File: src/design/ptt_pkg.sv
`timescale 1ns / 1ps
package ptt_pkg;

    localparam int PTT_SLOT_COUNT = 10;
    localparam int QDEPTH         = 2;

    localparam int IN_TDATA_W  = 72;
    localparam int OUT_TDATA_W = 40;

    localparam logic [31:0] TICK_MS = 32'd10;

    localparam logic OP_REGISTER = 1'b0;
    localparam logic OP_TICK     = 1'b1;

    typedef enum logic [1:0] {
        ST_OK         = 2'd0,
        ST_NO_HANDLER = 2'd1,
        ST_BAD_PERIOD = 2'd2,
        ST_FULL       = 2'd3
    } t_status;

    typedef struct packed {
        logic        is_tick;
        t_status     pre_status;
        logic [31:0] period;
        logic [31:0] tag;
    } t_cmd;

    typedef enum logic [1:0] {
        B_IDLE,
        B_REG,
        B_EVAL,
        B_DONE
    } t_back_state;

endpackage

File: src/design/ptt_front.sv
`timescale 1ns / 1ps
module ptt_front (
    input  logic                               i_clk,
    input  logic                               i_rst_n,
    input  logic                               i_s_tvalid,
    output logic                               o_s_tready,
    input  logic [ptt_pkg::IN_TDATA_W-1:0]     i_s_tdata,
    input  logic                               i_s_tuser,
    output logic                               o_q_valid,
    output ptt_pkg::t_cmd                      o_q_cmd,
    input  logic                               i_q_ready
);
    import ptt_pkg::*;

    logic    r_valid;
    t_cmd    r_cmd;
    t_cmd    n_cmd;
    logic    accept;
    logic    handler;
    logic [31:0] period;

    // Multiple of ten: even, and nibble sum divisible by five (16 = 1 mod 5).
    function automatic logic is_mult10(input logic [31:0] p);
        logic [6:0] s1;
        logic [4:0] s2;
        logic [4:0] s3;
        s1 = '0;
        for (int k = 0; k < 8; k++) begin
            s1 = s1 + 7'(p[4*k +: 4]);
        end
        s2 = 5'(s1[6:4]) + 5'(s1[3:0]);
        s3 = 5'(s2[4]) + 5'(s2[3:0]);
        return !p[0] && (s3 == 5'd0 || s3 == 5'd5 || s3 == 5'd10 || s3 == 5'd15);
    endfunction

    assign period  = i_s_tdata[31:0];
    assign handler = i_s_tdata[32];

    always_comb begin
        n_cmd.is_tick = (i_s_tuser == OP_TICK);
        n_cmd.period  = period;
        n_cmd.tag     = i_s_tdata[64:33];
        priority if (!handler) begin
            n_cmd.pre_status = ST_NO_HANDLER;
        end else if (period == 32'd0 || !is_mult10(period)) begin
            n_cmd.pre_status = ST_BAD_PERIOD;
        end else begin
            n_cmd.pre_status = ST_OK;
        end
    end

    assign o_s_tready = !r_valid || i_q_ready;
    assign accept     = i_s_tvalid && o_s_tready;

    always_ff @(posedge i_clk) begin
        if (!i_rst_n) begin
            r_valid <= 1'b0;
        end else if (o_s_tready) begin
            r_valid <= i_s_tvalid;
        end
    end

    always_ff @(posedge i_clk) begin
        if (accept) begin
            r_cmd <= n_cmd;
        end
    end

    assign o_q_valid = r_valid;
    assign o_q_cmd   = r_cmd;

endmodule

File: src/design/ptt_fifo.sv
`timescale 1ns / 1ps
module ptt_fifo (
    input  logic          i_clk,
    input  logic          i_rst_n,
    input  logic          i_push,
    input  ptt_pkg::t_cmd i_push_cmd,
    output logic          o_ready,
    output logic          o_valid,
    output ptt_pkg::t_cmd o_cmd,
    input  logic          i_pop
);
    import ptt_pkg::*;

    localparam int PTR_W = (QDEPTH > 1) ? $clog2(QDEPTH) : 1;
    localparam int CNT_W = $clog2(QDEPTH + 1);

    t_cmd             r_mem [QDEPTH];
    logic [PTR_W-1:0] r_wr_ptr;
    logic [PTR_W-1:0] r_rd_ptr;
    logic [CNT_W-1:0] r_count;
    logic             do_push;
    logic             do_pop;

    assign o_ready = (r_count != CNT_W'(QDEPTH));
    assign o_valid = (r_count != '0);
    assign do_push = i_push && o_ready;
    assign do_pop  = i_pop && o_valid;
    assign o_cmd   = r_mem[r_rd_ptr];

    always_ff @(posedge i_clk) begin
        if (!i_rst_n) begin
            r_wr_ptr <= '0;
            r_rd_ptr <= '0;
            r_count  <= '0;
        end else begin
            if (do_push) begin
                r_wr_ptr <= (r_wr_ptr == PTR_W'(QDEPTH - 1)) ? '0 : r_wr_ptr + 1'b1;
            end
            if (do_pop) begin
                r_rd_ptr <= (r_rd_ptr == PTR_W'(QDEPTH - 1)) ? '0 : r_rd_ptr + 1'b1;
            end
            if (do_push && !do_pop) begin
                r_count <= r_count + 1'b1;
            end else if (do_pop && !do_push) begin
                r_count <= r_count - 1'b1;
            end
        end
    end

    always_ff @(posedge i_clk) begin
        if (do_push) begin
            r_mem[r_wr_ptr] <= i_push_cmd;
        end
    end

endmodule

File: src/design/ptt_back.sv
`timescale 1ns / 1ps
module ptt_back #(
    parameter int SLOT_COUNT = ptt_pkg::PTT_SLOT_COUNT
) (
    input  logic                              i_clk,
    input  logic                              i_rst_n,
    input  logic                              i_q_valid,
    input  ptt_pkg::t_cmd                     i_q_cmd,
    output logic                              o_q_pop,
    output logic                              o_m_tvalid,
    input  logic                              i_m_tready,
    output logic [ptt_pkg::OUT_TDATA_W-1:0]   o_m_tdata,
    output logic                              o_m_tuser,
    output logic                              o_m_tlast
);
    import ptt_pkg::*;

    localparam int IDX_W = (SLOT_COUNT > 1) ? $clog2(SLOT_COUNT) : 1;
    localparam int CNT_W = $clog2(SLOT_COUNT + 1);

    function automatic logic [3:0] to_slot(input logic [CNT_W-1:0] v);
        logic [CNT_W+3:0] w;
        w = (CNT_W + 4)'(v);
        return w[3:0];
    endfunction

    logic [31:0] r_mem_period  [SLOT_COUNT];
    logic [31:0] r_mem_elapsed [SLOT_COUNT];
    logic [31:0] r_mem_tag     [SLOT_COUNT];
    logic [31:0] r_rd_period;
    logic [31:0] r_rd_elapsed;
    logic [31:0] r_rd_tag;

    t_back_state      r_state, n_state;
    t_cmd             r_cmd, n_cmd;
    logic [CNT_W-1:0] r_used, n_used;
    logic [IDX_W-1:0] r_idx, n_idx;
    logic             r_pend_valid, n_pend_valid;
    logic [3:0]       r_pend_slot, n_pend_slot;
    logic [31:0]      r_pend_tag, n_pend_tag;

    logic             r_out_valid;
    t_status          r_out_status;
    logic             r_out_fired;
    logic [3:0]       r_out_slot;
    logic [31:0]      r_out_tag;
    logic             r_out_last;

    logic             load_out;
    t_status          out_status;
    logic             out_fired;
    logic [3:0]       out_slot;
    logic [31:0]      out_tag;
    logic             out_last;

    logic             we_slot;
    logic             we_el;
    logic [IDX_W-1:0] el_addr;
    logic [31:0]      el_data;

    logic             out_free;
    logic [31:0]      sum;
    logic             fire;
    logic             at_end;
    logic             eval_go;
    logic             reg_ok;
    t_status          reg_status;

    assign out_free = !r_out_valid || i_m_tready;
    assign sum      = r_rd_elapsed + TICK_MS;
    assign fire     = (sum >= r_rd_period);
    assign at_end   = (CNT_W'(r_idx) == r_used - CNT_W'(1));
    // Hold the walk when a second firing finds the output still occupied.
    assign eval_go  = !(fire && r_pend_valid && !out_free);

    always_comb begin
        priority if (r_cmd.pre_status != ST_OK) begin
            reg_status = r_cmd.pre_status;
        end else if (r_used >= CNT_W'(SLOT_COUNT)) begin
            reg_status = ST_FULL;
        end else begin
            reg_status = ST_OK;
        end
    end
    assign reg_ok = (reg_status == ST_OK);

    // Next state
    always_comb begin
        n_state = r_state;
        unique case (r_state)
            B_IDLE: begin
                if (i_q_valid) begin
                    if (!i_q_cmd.is_tick) begin
                        n_state = B_REG;
                    end else if (r_used == '0) begin
                        n_state = B_DONE;
                    end else begin
                        n_state = B_EVAL;
                    end
                end
            end
            B_REG: begin
                if (out_free) begin
                    n_state = B_IDLE;
                end
            end
            B_EVAL: begin
                if (eval_go && at_end) begin
                    n_state = B_DONE;
                end
            end
            B_DONE: begin
                if (out_free) begin
                    n_state = B_IDLE;
                end
            end
            default: n_state = B_IDLE;
        endcase
    end

    // Datapath control
    always_comb begin
        o_q_pop      = 1'b0;
        n_cmd        = r_cmd;
        n_used       = r_used;
        n_idx        = r_idx;
        n_pend_valid = r_pend_valid;
        n_pend_slot  = r_pend_slot;
        n_pend_tag   = r_pend_tag;
        load_out     = 1'b0;
        out_status   = ST_OK;
        out_fired    = 1'b0;
        out_slot     = 4'd0;
        out_tag      = 32'd0;
        out_last     = 1'b1;
        we_slot      = 1'b0;
        we_el        = 1'b0;
        el_addr      = r_idx;
        el_data      = 32'd0;
        unique case (r_state)
            B_IDLE: begin
                if (i_q_valid) begin
                    o_q_pop = 1'b1;
                    n_cmd   = i_q_cmd;
                    n_idx   = '0;
                end
            end
            B_REG: begin
                if (out_free) begin
                    load_out   = 1'b1;
                    out_status = reg_status;
                    if (reg_ok) begin
                        out_slot = to_slot(r_used);
                        we_slot  = 1'b1;
                        we_el    = 1'b1;
                        el_addr  = r_used[IDX_W-1:0];
                        n_used   = r_used + 1'b1;
                    end
                end
            end
            B_EVAL: begin
                if (eval_go) begin
                    we_el   = 1'b1;
                    el_data = fire ? 32'd0 : sum;
                    if (fire) begin
                        // Flush the older firing; the newest waits to learn if it is last.
                        if (r_pend_valid) begin
                            load_out  = 1'b1;
                            out_fired = 1'b1;
                            out_slot  = r_pend_slot;
                            out_tag   = r_pend_tag;
                            out_last  = 1'b0;
                        end
                        n_pend_valid = 1'b1;
                        n_pend_slot  = to_slot(CNT_W'(r_idx));
                        n_pend_tag   = r_rd_tag;
                    end
                    if (!at_end) begin
                        n_idx = r_idx + 1'b1;
                    end
                end
            end
            B_DONE: begin
                if (out_free) begin
                    load_out = 1'b1;
                    if (r_pend_valid) begin
                        out_fired    = 1'b1;
                        out_slot     = r_pend_slot;
                        out_tag      = r_pend_tag;
                        n_pend_valid = 1'b0;
                    end
                end
            end
            default: begin
            end
        endcase
    end

    always_ff @(posedge i_clk) begin
        if (!i_rst_n) begin
            r_state      <= B_IDLE;
            r_used       <= '0;
            r_pend_valid <= 1'b0;
            r_out_valid  <= 1'b0;
        end else begin
            r_state      <= n_state;
            r_used       <= n_used;
            r_pend_valid <= n_pend_valid;
            if (load_out) begin
                r_out_valid <= 1'b1;
            end else if (i_m_tready) begin
                r_out_valid <= 1'b0;
            end
        end
    end

    always_ff @(posedge i_clk) begin
        r_cmd       <= n_cmd;
        r_idx       <= n_idx;
        r_pend_slot <= n_pend_slot;
        r_pend_tag  <= n_pend_tag;
        if (load_out) begin
            r_out_status <= out_status;
            r_out_fired  <= out_fired;
            r_out_slot   <= out_slot;
            r_out_tag    <= out_tag;
            r_out_last   <= out_last;
        end
    end

    // Slot memories: written at the used count or the walk index, one registered read at the next walk index.
    always_ff @(posedge i_clk) begin
        if (we_slot) begin
            r_mem_period[r_used[IDX_W-1:0]] <= r_cmd.period;
            r_mem_tag[r_used[IDX_W-1:0]]    <= r_cmd.tag;
        end
        if (we_el) begin
            r_mem_elapsed[el_addr] <= el_data;
        end
        r_rd_period  <= r_mem_period[n_idx];
        r_rd_elapsed <= r_mem_elapsed[n_idx];
        r_rd_tag     <= r_mem_tag[n_idx];
    end

    assign o_m_tvalid = r_out_valid;
    assign o_m_tdata  = {2'b00, r_out_tag, r_out_slot, r_out_status};
    assign o_m_tuser  = r_out_fired;
    assign o_m_tlast  = r_out_last;

endmodule

File: src/design/periodic_task_timer_table.sv
`timescale 1ns / 1ps
// Periodic timer table with SLOT_COUNT slots.
// Input stream: tuser is the operation (0 register, 1 tick of 10 ms); tdata
// carries period_ms, has_handler and tag. A registration is checked in the
// front stage (handler, period multiple of ten) and the table-full check is
// made when the back end takes it; it yields one result beat.
// A tick walks the used slots one per cycle through the slot memories and
// yields one beat per fired slot, in slot order, tlast on the final one, or
// a single empty beat when nothing fires.
// A registration result passes the front register, the command queue, the back
// end command register and the output register; the first beat of a tick also
// waits on the walk, since a firing is held until the next firing or the end
// of the walk shows whether it is last. The back end takes no new command until
// a registration or the whole walk of a tick has put out its last beat.
// A two-entry command queue sits between front and back, so input beats are
// taken, until it and the front register fill, while the back end works or
// the receiver stalls; when the receiver holds tready low the result beat holds
// and the walk pauses at a firing slot while another is held. Reset empties the
// queue and table (used count zero) and any pending result; slots keep contents.
module periodic_task_timer_table #(
    parameter int SLOT_COUNT = ptt_pkg::PTT_SLOT_COUNT
) (
    input  logic                             i_clk,
    input  logic                             i_rst_n,
    input  logic                             i_s_tvalid,
    output logic                             o_s_tready,
    // [31:0] period_ms, [32] has_handler, [64:33] tag, [71:65] zero
    input  logic [ptt_pkg::IN_TDATA_W-1:0]   i_s_tdata,
    // [0] operation
    input  logic                             i_s_tuser,
    output logic                             o_m_tvalid,
    input  logic                             i_m_tready,
    // [1:0] status, [5:2] slot, [37:6] fired_tag, [39:38] zero
    output logic [ptt_pkg::OUT_TDATA_W-1:0]  o_m_tdata,
    // [0] fired
    output logic                             o_m_tuser,
    output logic                             o_m_tlast
);
    import ptt_pkg::*;

    logic f_valid;
    t_cmd f_cmd;
    logic q_ready;
    logic q_valid;
    t_cmd q_cmd;
    logic q_pop;

    ptt_front u_front (
        .i_clk      (i_clk),
        .i_rst_n    (i_rst_n),
        .i_s_tvalid (i_s_tvalid),
        .o_s_tready (o_s_tready),
        .i_s_tdata  (i_s_tdata),
        .i_s_tuser  (i_s_tuser),
        .o_q_valid  (f_valid),
        .o_q_cmd    (f_cmd),
        .i_q_ready  (q_ready)
    );

    ptt_fifo u_fifo (
        .i_clk      (i_clk),
        .i_rst_n    (i_rst_n),
        .i_push     (f_valid),
        .i_push_cmd (f_cmd),
        .o_ready    (q_ready),
        .o_valid    (q_valid),
        .o_cmd      (q_cmd),
        .i_pop      (q_pop)
    );

    ptt_back #(
        .SLOT_COUNT (SLOT_COUNT)
    ) u_back (
        .i_clk      (i_clk),
        .i_rst_n    (i_rst_n),
        .i_q_valid  (q_valid),
        .i_q_cmd    (q_cmd),
        .o_q_pop    (q_pop),
        .o_m_tvalid (o_m_tvalid),
        .i_m_tready (i_m_tready),
        .o_m_tdata  (o_m_tdata),
        .o_m_tuser  (o_m_tuser),
        .o_m_tlast  (o_m_tlast)
    );

endmodule

File: config.mk
export PLATFORM = sky130hd
export DESIGN_NAME = periodic_task_timer_table
export DESIGN_NICKNAME = d
export VERILOG_FILES = /design/src/design/ptt_pkg.sv /design/src/design/ptt_front.sv /design/src/design/ptt_fifo.sv /design/src/design/ptt_back.sv /design/src/design/periodic_task_timer_table.sv
export SDC_FILE = /design/constraint.sdc
export NUM_CORES = 2
export LEC_CHECK = 0
export BUFFER_PORTS_ARGS = -buffer_cell sky130_fd_sc_hd__clkbuf_2
export CORE_AREA = 2 2 363 275
export DETAILED_ROUTE_END_ITERATION = 6
export DIE_AREA = 0 0 365 277
export PLACE_DENSITY = 0.87
export SYNTH_ARGS = -nofsm -noshare
export SYNTH_HDL_FRONTEND = slang
export SYNTH_SLANG_ARGS = --single-unit
File: constraint.sdc
create_clock -name i_clk -period 6.2 [get_ports i_clk]
set_input_delay 0.93 -clock i_clk [delete_from_list [all_inputs] [get_ports i_clk]]
set_output_delay 0.93 -clock i_clk [all_outputs]
set_load 0.005 [all_outputs]
[Word-level counts from Yosys, hierarchy flattened]
Memories as Yosys holds them, arrays and structs flattened. A register that Yosys moved wholly into a read port is not among the register bits.
Cells that the tools add are included.
Storage, ports and cells
  memories: 4
  bits in writable memories: 1094
  register bits after elaboration: 226
  word-level logic and storage cells: 168
  input bits: 77
Memories
  u_back.r_mem_elapsed: depth 10, bits a word 32, read ports 1, clocked after Yosys merged registers in 1, wr ports 1, RTL line ptt_back.sv:28  | logic [31:0] r_mem_elapsed [SLOT_COUNT];
  u_back.r_mem_period: depth 10, bits a word 32, read ports 1, clocked after Yosys merged registers in 1, wr ports 1, RTL line ptt_back.sv:27  | logic [31:0] r_mem_period [SLOT_COUNT];
  u_back.r_mem_tag: depth 10, bits a word 32, read ports 1, clocked after Yosys merged registers in 1, wr ports 1, RTL line ptt_back.sv:29  | logic [31:0] r_mem_tag [SLOT_COUNT];
  u_fifo.r_mem: depth 2, bits a word 67, read ports 1, clocked after Yosys merged registers in 1, wr ports 1, RTL line ptt_fifo.sv:17  | t_cmd r_mem [QDEPTH];
Cells by class
  multiplexer cells: 64
  order comparisons: 2
  add/sub/neg operators: 17
  equal/unequal tests: 14
  reduce and logical (&&, ||, !) cells: 41
  bitwise gates (word level): 3
Operator list (number)
  32-bit 2-to-1 mux: 7
  32-bit case mux with 2 select lines: 1
  4-bit 2-to-1 mux: 12
  7-bit by 4-bit adder with 7-bit output: 6
  32-bit by 4-bit adder with 32-bit output, second input constant: 1
  32-bit >= comparator: 1
  32-bit logical NOT: 1
  1-bit 2-to-1 mux: 28
  2-bit 2-to-1 mux: 9
  4-bit case mux with 3 select lines: 1
  5-bit by 4-bit == test with 1-bit output, second input constant: 2
  2-bit nonzero test: 5
  1-bit logical AND: 9
  3-bit AND reduction: 3
  4-bit by 1-bit adder with 4-bit output, second input constant: 2
  1-bit logical NOT: 8
  2-bit by 1-bit inequality test with 1-bit output, second input constant: 4
  1-bit case mux with 2 select lines: 4
  4-bit case mux with 2 select lines: 1
  1-bit logical OR: 6
  2-bit inequality test, second input constant: 3
  2-bit case mux with 3 select lines: 1
  1-bit by 4-bit adder with 5-bit output: 1
  3-bit by 4-bit adder with 5-bit output: 1
  other kinds (18): 24

[Longest topological paths before layout]
  word-level depth: 17
  gate-level depth with buffers: 26
  mapped depth without buffers: 26

[Hierarchy]
From an unflattened synthesis, not the netlist that was laid out.
Unflattened totals
  cell total of the unflattened synthesis: 3600
  area total of the unflattened synthesis: 54160.7 µm²
Modules (own cells, without submodules)
  ptt_back: seq. area each 35253.8 µm², cells an instance 3173, times used 1, area each 45952.8 µm²
  ptt_fifo: seq. area each 4124.0 µm², cells an instance 232, times used 1, area each 5077.4 µm²
  ptt_front: seq. area each 2031.9 µm², cells an instance 195, times used 1, area each 3130.5 µm²

[Worst setup path after synthesis]
Ideal clock, no wire load.
  kind: input to register
  start: input port i_s_tdata[0] (netlist bit)
  end: register u_front.r_cmd (netlist bit u_front.o_q_cmd[65]), data pin
  data arrival time: 6.243 ns
  library setup time: 0.261 ns
  path slack: -0.305 ns
  required time: 5.939 ns
  stages on the path: 25
  path through: ha_1 inv_1 fa_1 xnor2_1 fa_1 inv_1 fa_1 fa_1 inv_1 fa_1 inv_1 fa_1 inv_1 a21o_1 a21oi_1 xnor2_1 fa_1 a21oi_1 nor2_1 ha_1 ha_1 nor3_1 a21oi_1 o21ai_0 a21oi_1
On the way
  word-level cells in the longest chain between the ends: 17
  elaborated cells on any way between the ends: 22
  classes of those cells: add/sub (9); eq/ne (3); mux (1); reduce/logical (9)
RTL lines
  start: declaration: RTL line periodic_task_timer_table.sv:28  | input logic [ptt_pkg::IN_TDATA_W-1:0] i_s_tdata,
  4-bit by 4-bit adder with 5-bit output: RTL line ptt_front.sv:29  | s1 = s1 + 7'(p[4*k +: 4]);
  7-bit by 4-bit adder with 7-bit output (6 in series): RTL line ptt_front.sv:29
  3-bit by 4-bit adder with 5-bit output: RTL line ptt_front.sv:31  | s2 = 5'(s1[6:4]) + 5'(s1[3:0]);
  1-bit by 4-bit adder with 5-bit output: RTL line ptt_front.sv:32  | s3 = 5'(s2[4]) + 5'(s2[3:0]);
  5-bit by 3-bit == test with 1-bit output or 5-bit logical NOT (tied branches): RTL line ptt_front.sv:33  | return !p[0] && (s3 == 5'd0 || s3 == 5'd5 || s3 == 5'd10 || s3 == 5'd15);
  1-bit logical OR (3 in series): RTL line ptt_front.sv:33
  1-bit logical AND: RTL line ptt_front.sv:33
  1-bit logical NOT: RTL line ptt_front.sv:45  | end else if (period == 32'd0 || !is_mult10(period)) begin
  1-bit logical OR *: RTL line ptt_front.sv:45
  2-bit 2-to-1 mux *: RTL line ptt_front.sv:45
  end signal: assignment: RTL line ptt_front.sv:65  | r_cmd <= n_cmd;
  end: declaration: RTL line ptt_front.sv:16  | t_cmd r_cmd;
Mark *: on every way between the ends. The rest lies on a longest branch, timed or not.
A chain may end at the register's enable or synchronous reset.

[Worst setup path after layout]
  start: register u_back.r_rd_elapsed[4], read port of u_back.r_mem_elapsed
  end: register u_back.r_rd_tag[20], read port of u_back.r_mem_tag
On the way
  word-level cells in the longest chain between the ends: 6
RTL lines
  start: declaration: RTL line ptt_back.sv:31  | logic [31:0] r_rd_elapsed;
  32-bit by 4-bit adder with 32-bit output: RTL line ptt_back.sv:70  | assign sum = r_rd_elapsed + TICK_MS;
  32-bit >= comparator: RTL line ptt_back.sv:71  | assign fire = (sum >= r_rd_period);
  1-bit logical AND (2 in series): RTL line ptt_back.sv:74  | assign eval_go = !(fire && r_pend_valid && !out_free);
  4-bit 2-to-1 mux: RTL line ptt_back.sv:162  | if (eval_go) begin
  4-bit case mux with 2 select lines: RTL line ptt_back.sv:140  | unique case (r_state)
  end: declaration: RTL line ptt_back.sv:32  | logic [31:0] r_rd_tag;
No other way between the ends.

==> flow_summary.yaml <==
detailed_routing:
  finalWirelength_um: 133000
  wire_per_inst_um: 25.6
  drc_errors: 1
  wl_met3_um: 16400
  drt_iter0_markers: 5592
  wl_met2_um: 64500
  top_layer: "met4"
  routedLengthMet1_um: 47100
  antenna_left: 0
  viasPerCell: 6.47
  dr.pass1.iters: 7
  num_vias: 33600
die:
  rows: 100
  fp.dieH_um: 277
  fp.coreArea_mm2: 0.0981
  ios: 121
  die_width_um: 365
  fp.dieArea_mm2: 0.101
  start_util_pct: 55.3
hold_path:
  whs_path_depth: 1
  min_path_type: "primary input to register"
clocking:
  clk_pin_slew_ps: 70
  cts_buffer_depth: 3
  clk_latency_ps: 750
  clockRootBuffer: "clkbuf_16"
  tritoncts: "yes"
  cts_made_buffers: 131
  htree_levels: 4
  clock-sinks: 1417
  ctsHoldBuffers: 0
final_layout:
  fin_nets: 3916
  final_common_cell: "edfxtp_1"
  finish.instance_area_mm2: 0.0616
  nFillCells: 6196
  drive_above_1_share_pct: 14.1
  antennaDiodeCount: 0
  fin_util_pct: 62.8
  area_growth_pct: 13.5
  mostFrequentLayoutCells: "edfxtp_1 (1303), nand2_1 (414), a21oi_1 (407), nor2_1 (218), a22oi_1 (196)"
timing:
  fin_crit_sh_pct: 97.4
  timing_max_transition_violations_final: 0
  slew_headroom_pct: 22.7
  fin_ws_ps: 163
  timing_hold_violations_final: 0
  rsz0062_at_grt: "true"
  fin_crit_ps: 6040
  clock.fmax_mhz: 166
  setup_violations: 0
  setup_total_negative_slack_ps: 0
  worstMarginPinSlew_ps: 1160
  finalClockSkew_ps: 28.6
job:
  maxCapViolCount: 0
global_routing:
  grt_pass1_vias: 34000
  grt_max_degree: 150
  grt_pass1_wl_um: 200000
  antenna_found_initial: 0
  grt.total_usage_pct: 26.1
  overflow: 0
synthesis:
  ys_seq_area_share_pct: 76.3
  syn_area_mm2: 0.0542
  ys.warnings.count: 0
  ys_types: 61
  synth-seq-cells: 1417
  ys_async_sr_fraction_pct: 0
  avgSynthCellArea_um2: 15.0
  netlist_instances: 3615
  synthFlopType: "edfxtp_1"
  synth_edf_count: 1303
worst_setup_path:
  cpPeakStageDelay_ps: 570
  ff2ff_path_depth: 17
  crit_path_start_kind: "register"
  cp_max_fo: 71
  cp_data_arrival_time_ps: 6630
  path_class: "register to register"
  crit_chain: "nand4_1 -> o21bai_1 -> nor2_1 -> buf_4 -> nand3_1 -> nor4_2 -> xor2_1 -> ha_1 -> and4_1 -> a221oi_2 -> o2bb2ai_1 -> or2_1 -> or4_4 -> a21oi_4 -> buf_12 -> o22ai_1 -> o221a_1"
  crit_required_ps: 6790
  critPathSlowestCell: "or4_4"
  cp-end-kind: "register"
placed_design:
  place_congestion: 0.860
  port_buffers: 111
  dp_hpwl_um: 68600
  dpl_cell_area_mm2: 0.0572
  post-place-ws_ps: -541
power_and_ir_drop:
  seqPwrFrac_pct: 40.8
  p_leak_nw: 21.7
  power.total_mw: 31.1
  p_per_area_mw_per_mm2: 505
  peakVddDrop_mv: 0.452
  comb_power_share_pct: 33.1
  internal_power_mw: 20.5
  p_clk_share_pct: 26.1
  switching_share_pct: 34.3
  p_sw_mw: 10.7
status:
  status: "finished, violations left"
  violations: "design-rule violations"
## state kept, by name, summed over array words and instances (netlist names), 2 cells and up, named ones only
register / cells
u_back.r_cmd: 66
u_back.r_idx: 4
u_back.r_mem_elapsed: 320
u_back.r_mem_period: 320
u_back.r_mem_tag: 320
u_back.r_out_slot: 4
u_back.r_out_status: 2
u_back.r_out_tag: 32
u_back.r_pend_slot: 4
u_back.r_pend_tag: 32
u_back.r_rd_elapsed: 32
u_back.r_rd_period: 32
u_back.r_rd_tag: 32
u_back.r_state: 2
u_back.r_used: 4
u_fifo.r_count: 2
u_fifo.r_mem: 134
u_front.o_q_cmd: 67
## power groups by stage
| stage | clock [mW] | combinational, mW | sequential (mW) |
|---|---|---|---|
| detailed placement | 0 | 9.54 | 12.8 |
| global route | 8.48 | 11.1 | 12.8 |
| CTS | 8.13 | 9.93 | 12.7 |
| floorplan | 0 | 6.60 | 12.5 |
| global placement | 0 | 9.04 | 12.8 |
| finish | 8.12 | 10.3 | 12.7 |
## cells in the mapped netlist (3+ instances only)
cell,instances,area (um^2)
nand3_1,22,110
nand2_1,414,1550
o21a_1,5,37.5
a21oi_1,409,2050
edfxtp_1,1303,39100
buf_4,7,52.6
buf_2,22,110
nand2b_1,5,31.3
a21o_1,6,45.0
nor3_1,17,85.1
nor4_1,10,62.6
xor2_1,23,201
ha_1,65,813
a31oi_1,6,37.5
o22ai_1,96,601
or3_1,3,18.8
fa_1,20,400
clkbuf_1,163,612
xnor2_1,29,254
o221a_1,94,1060
dfxtp_1,114,2280
o221a_2,3,33.8
nand4_1,9,56.3
or2_2,3,18.8
and3_1,43,269
nor2b_1,3,18.8
nor2_1,234,878
and2_1,45,282
mux2_2,66,743
a21boi_0,6,45.0
o21ai_0,15,75.1
o21ai_1,3,15.0
buf_1,20,75.1
a22oi_1,196,1470
inv_1,99,372
buf_6,6,67.6
## cell families (layout without fill, tap and decap cells)
group / after synthesis / after routing / share of synthesized area (%)
compound gates: 857 / 857 / 10.4
xor+xnor: 52 / 52 / 0.840
fa+ha+maj: 85 / 85 / 2.24
buf+inv: 319 / 565 / 2.39
flops: 1417 / 1417 / 76.3
mux: 67 / 67 / 1.39
other cells: 1 / 2 / 0.00691
simple gates: 817 / 817 / 6.39
## worst paths after layout
path	from	end	slack, ps
setup / recovery	u_back.r_rd_elapsed[4]$_DFF_P_	u_back.r_rd_tag[20]$_DFF_P_	160
hold / removal	i_s_tdata[41]	u_front.o_q_cmd[8]$_DFFE_PP_	360
setup reg to reg	u_back.r_rd_elapsed[4]$_DFF_P_	u_back.r_rd_tag[20]$_DFF_P_	160
hold reg to reg	u_back.r_rd_tag[26]$_DFF_P_	u_back.r_pend_tag[26]$_DFFE_PP_	380
## metrics by stage
| stage | hold slack, ps | instances |
|---|---|---|
| finish | 360 | 5188 |
| global route | 343 | 5188 |
| CTS | 332 | 5186 |
| detailed placement | 389 | 4945 |
| global placement | 387 | 4945 |
| floorplan | 386 | 3616 |
## cell type report
type                    instances  area, um^2  area share [%]
clock buffers                 182        3740            6.07
clock inverters                59         586           0.951
inverters                     101         393           0.638
multi-input cells            1880       11800            19.2
flip-flops and latches       1417       41400            67.3
well taps                    1326        1660            2.69
repair buffers                223        1970            3.20
## worst max-delay path, delay by kind of cell, from the launching register on
kind	cells	cell delay [ps]
xor+xnor	1	420
buf+inv	2	630
fa+ha+maj	1	360
flops	1	430
simple gates	7	2330
compound gates	6	1690
## per-layer routing
layer | track usage, % | vias to the layer above
met5 | 0 | -
met4 | 11.3 | 0
li1 | - | 13900
met3 | 5.59 | 427
met2 | 41.9 | 2727
met1 | 34.6 | 16500
## repair_timing
action                                  in CTS  in global routing
endpoints found under the hold margin        0                  0
setup buffers                                0                  2
gates resized for setup                      0                  7
endpoints found under the setup margin       0                 48
Power figures use the tool's default switching activity.
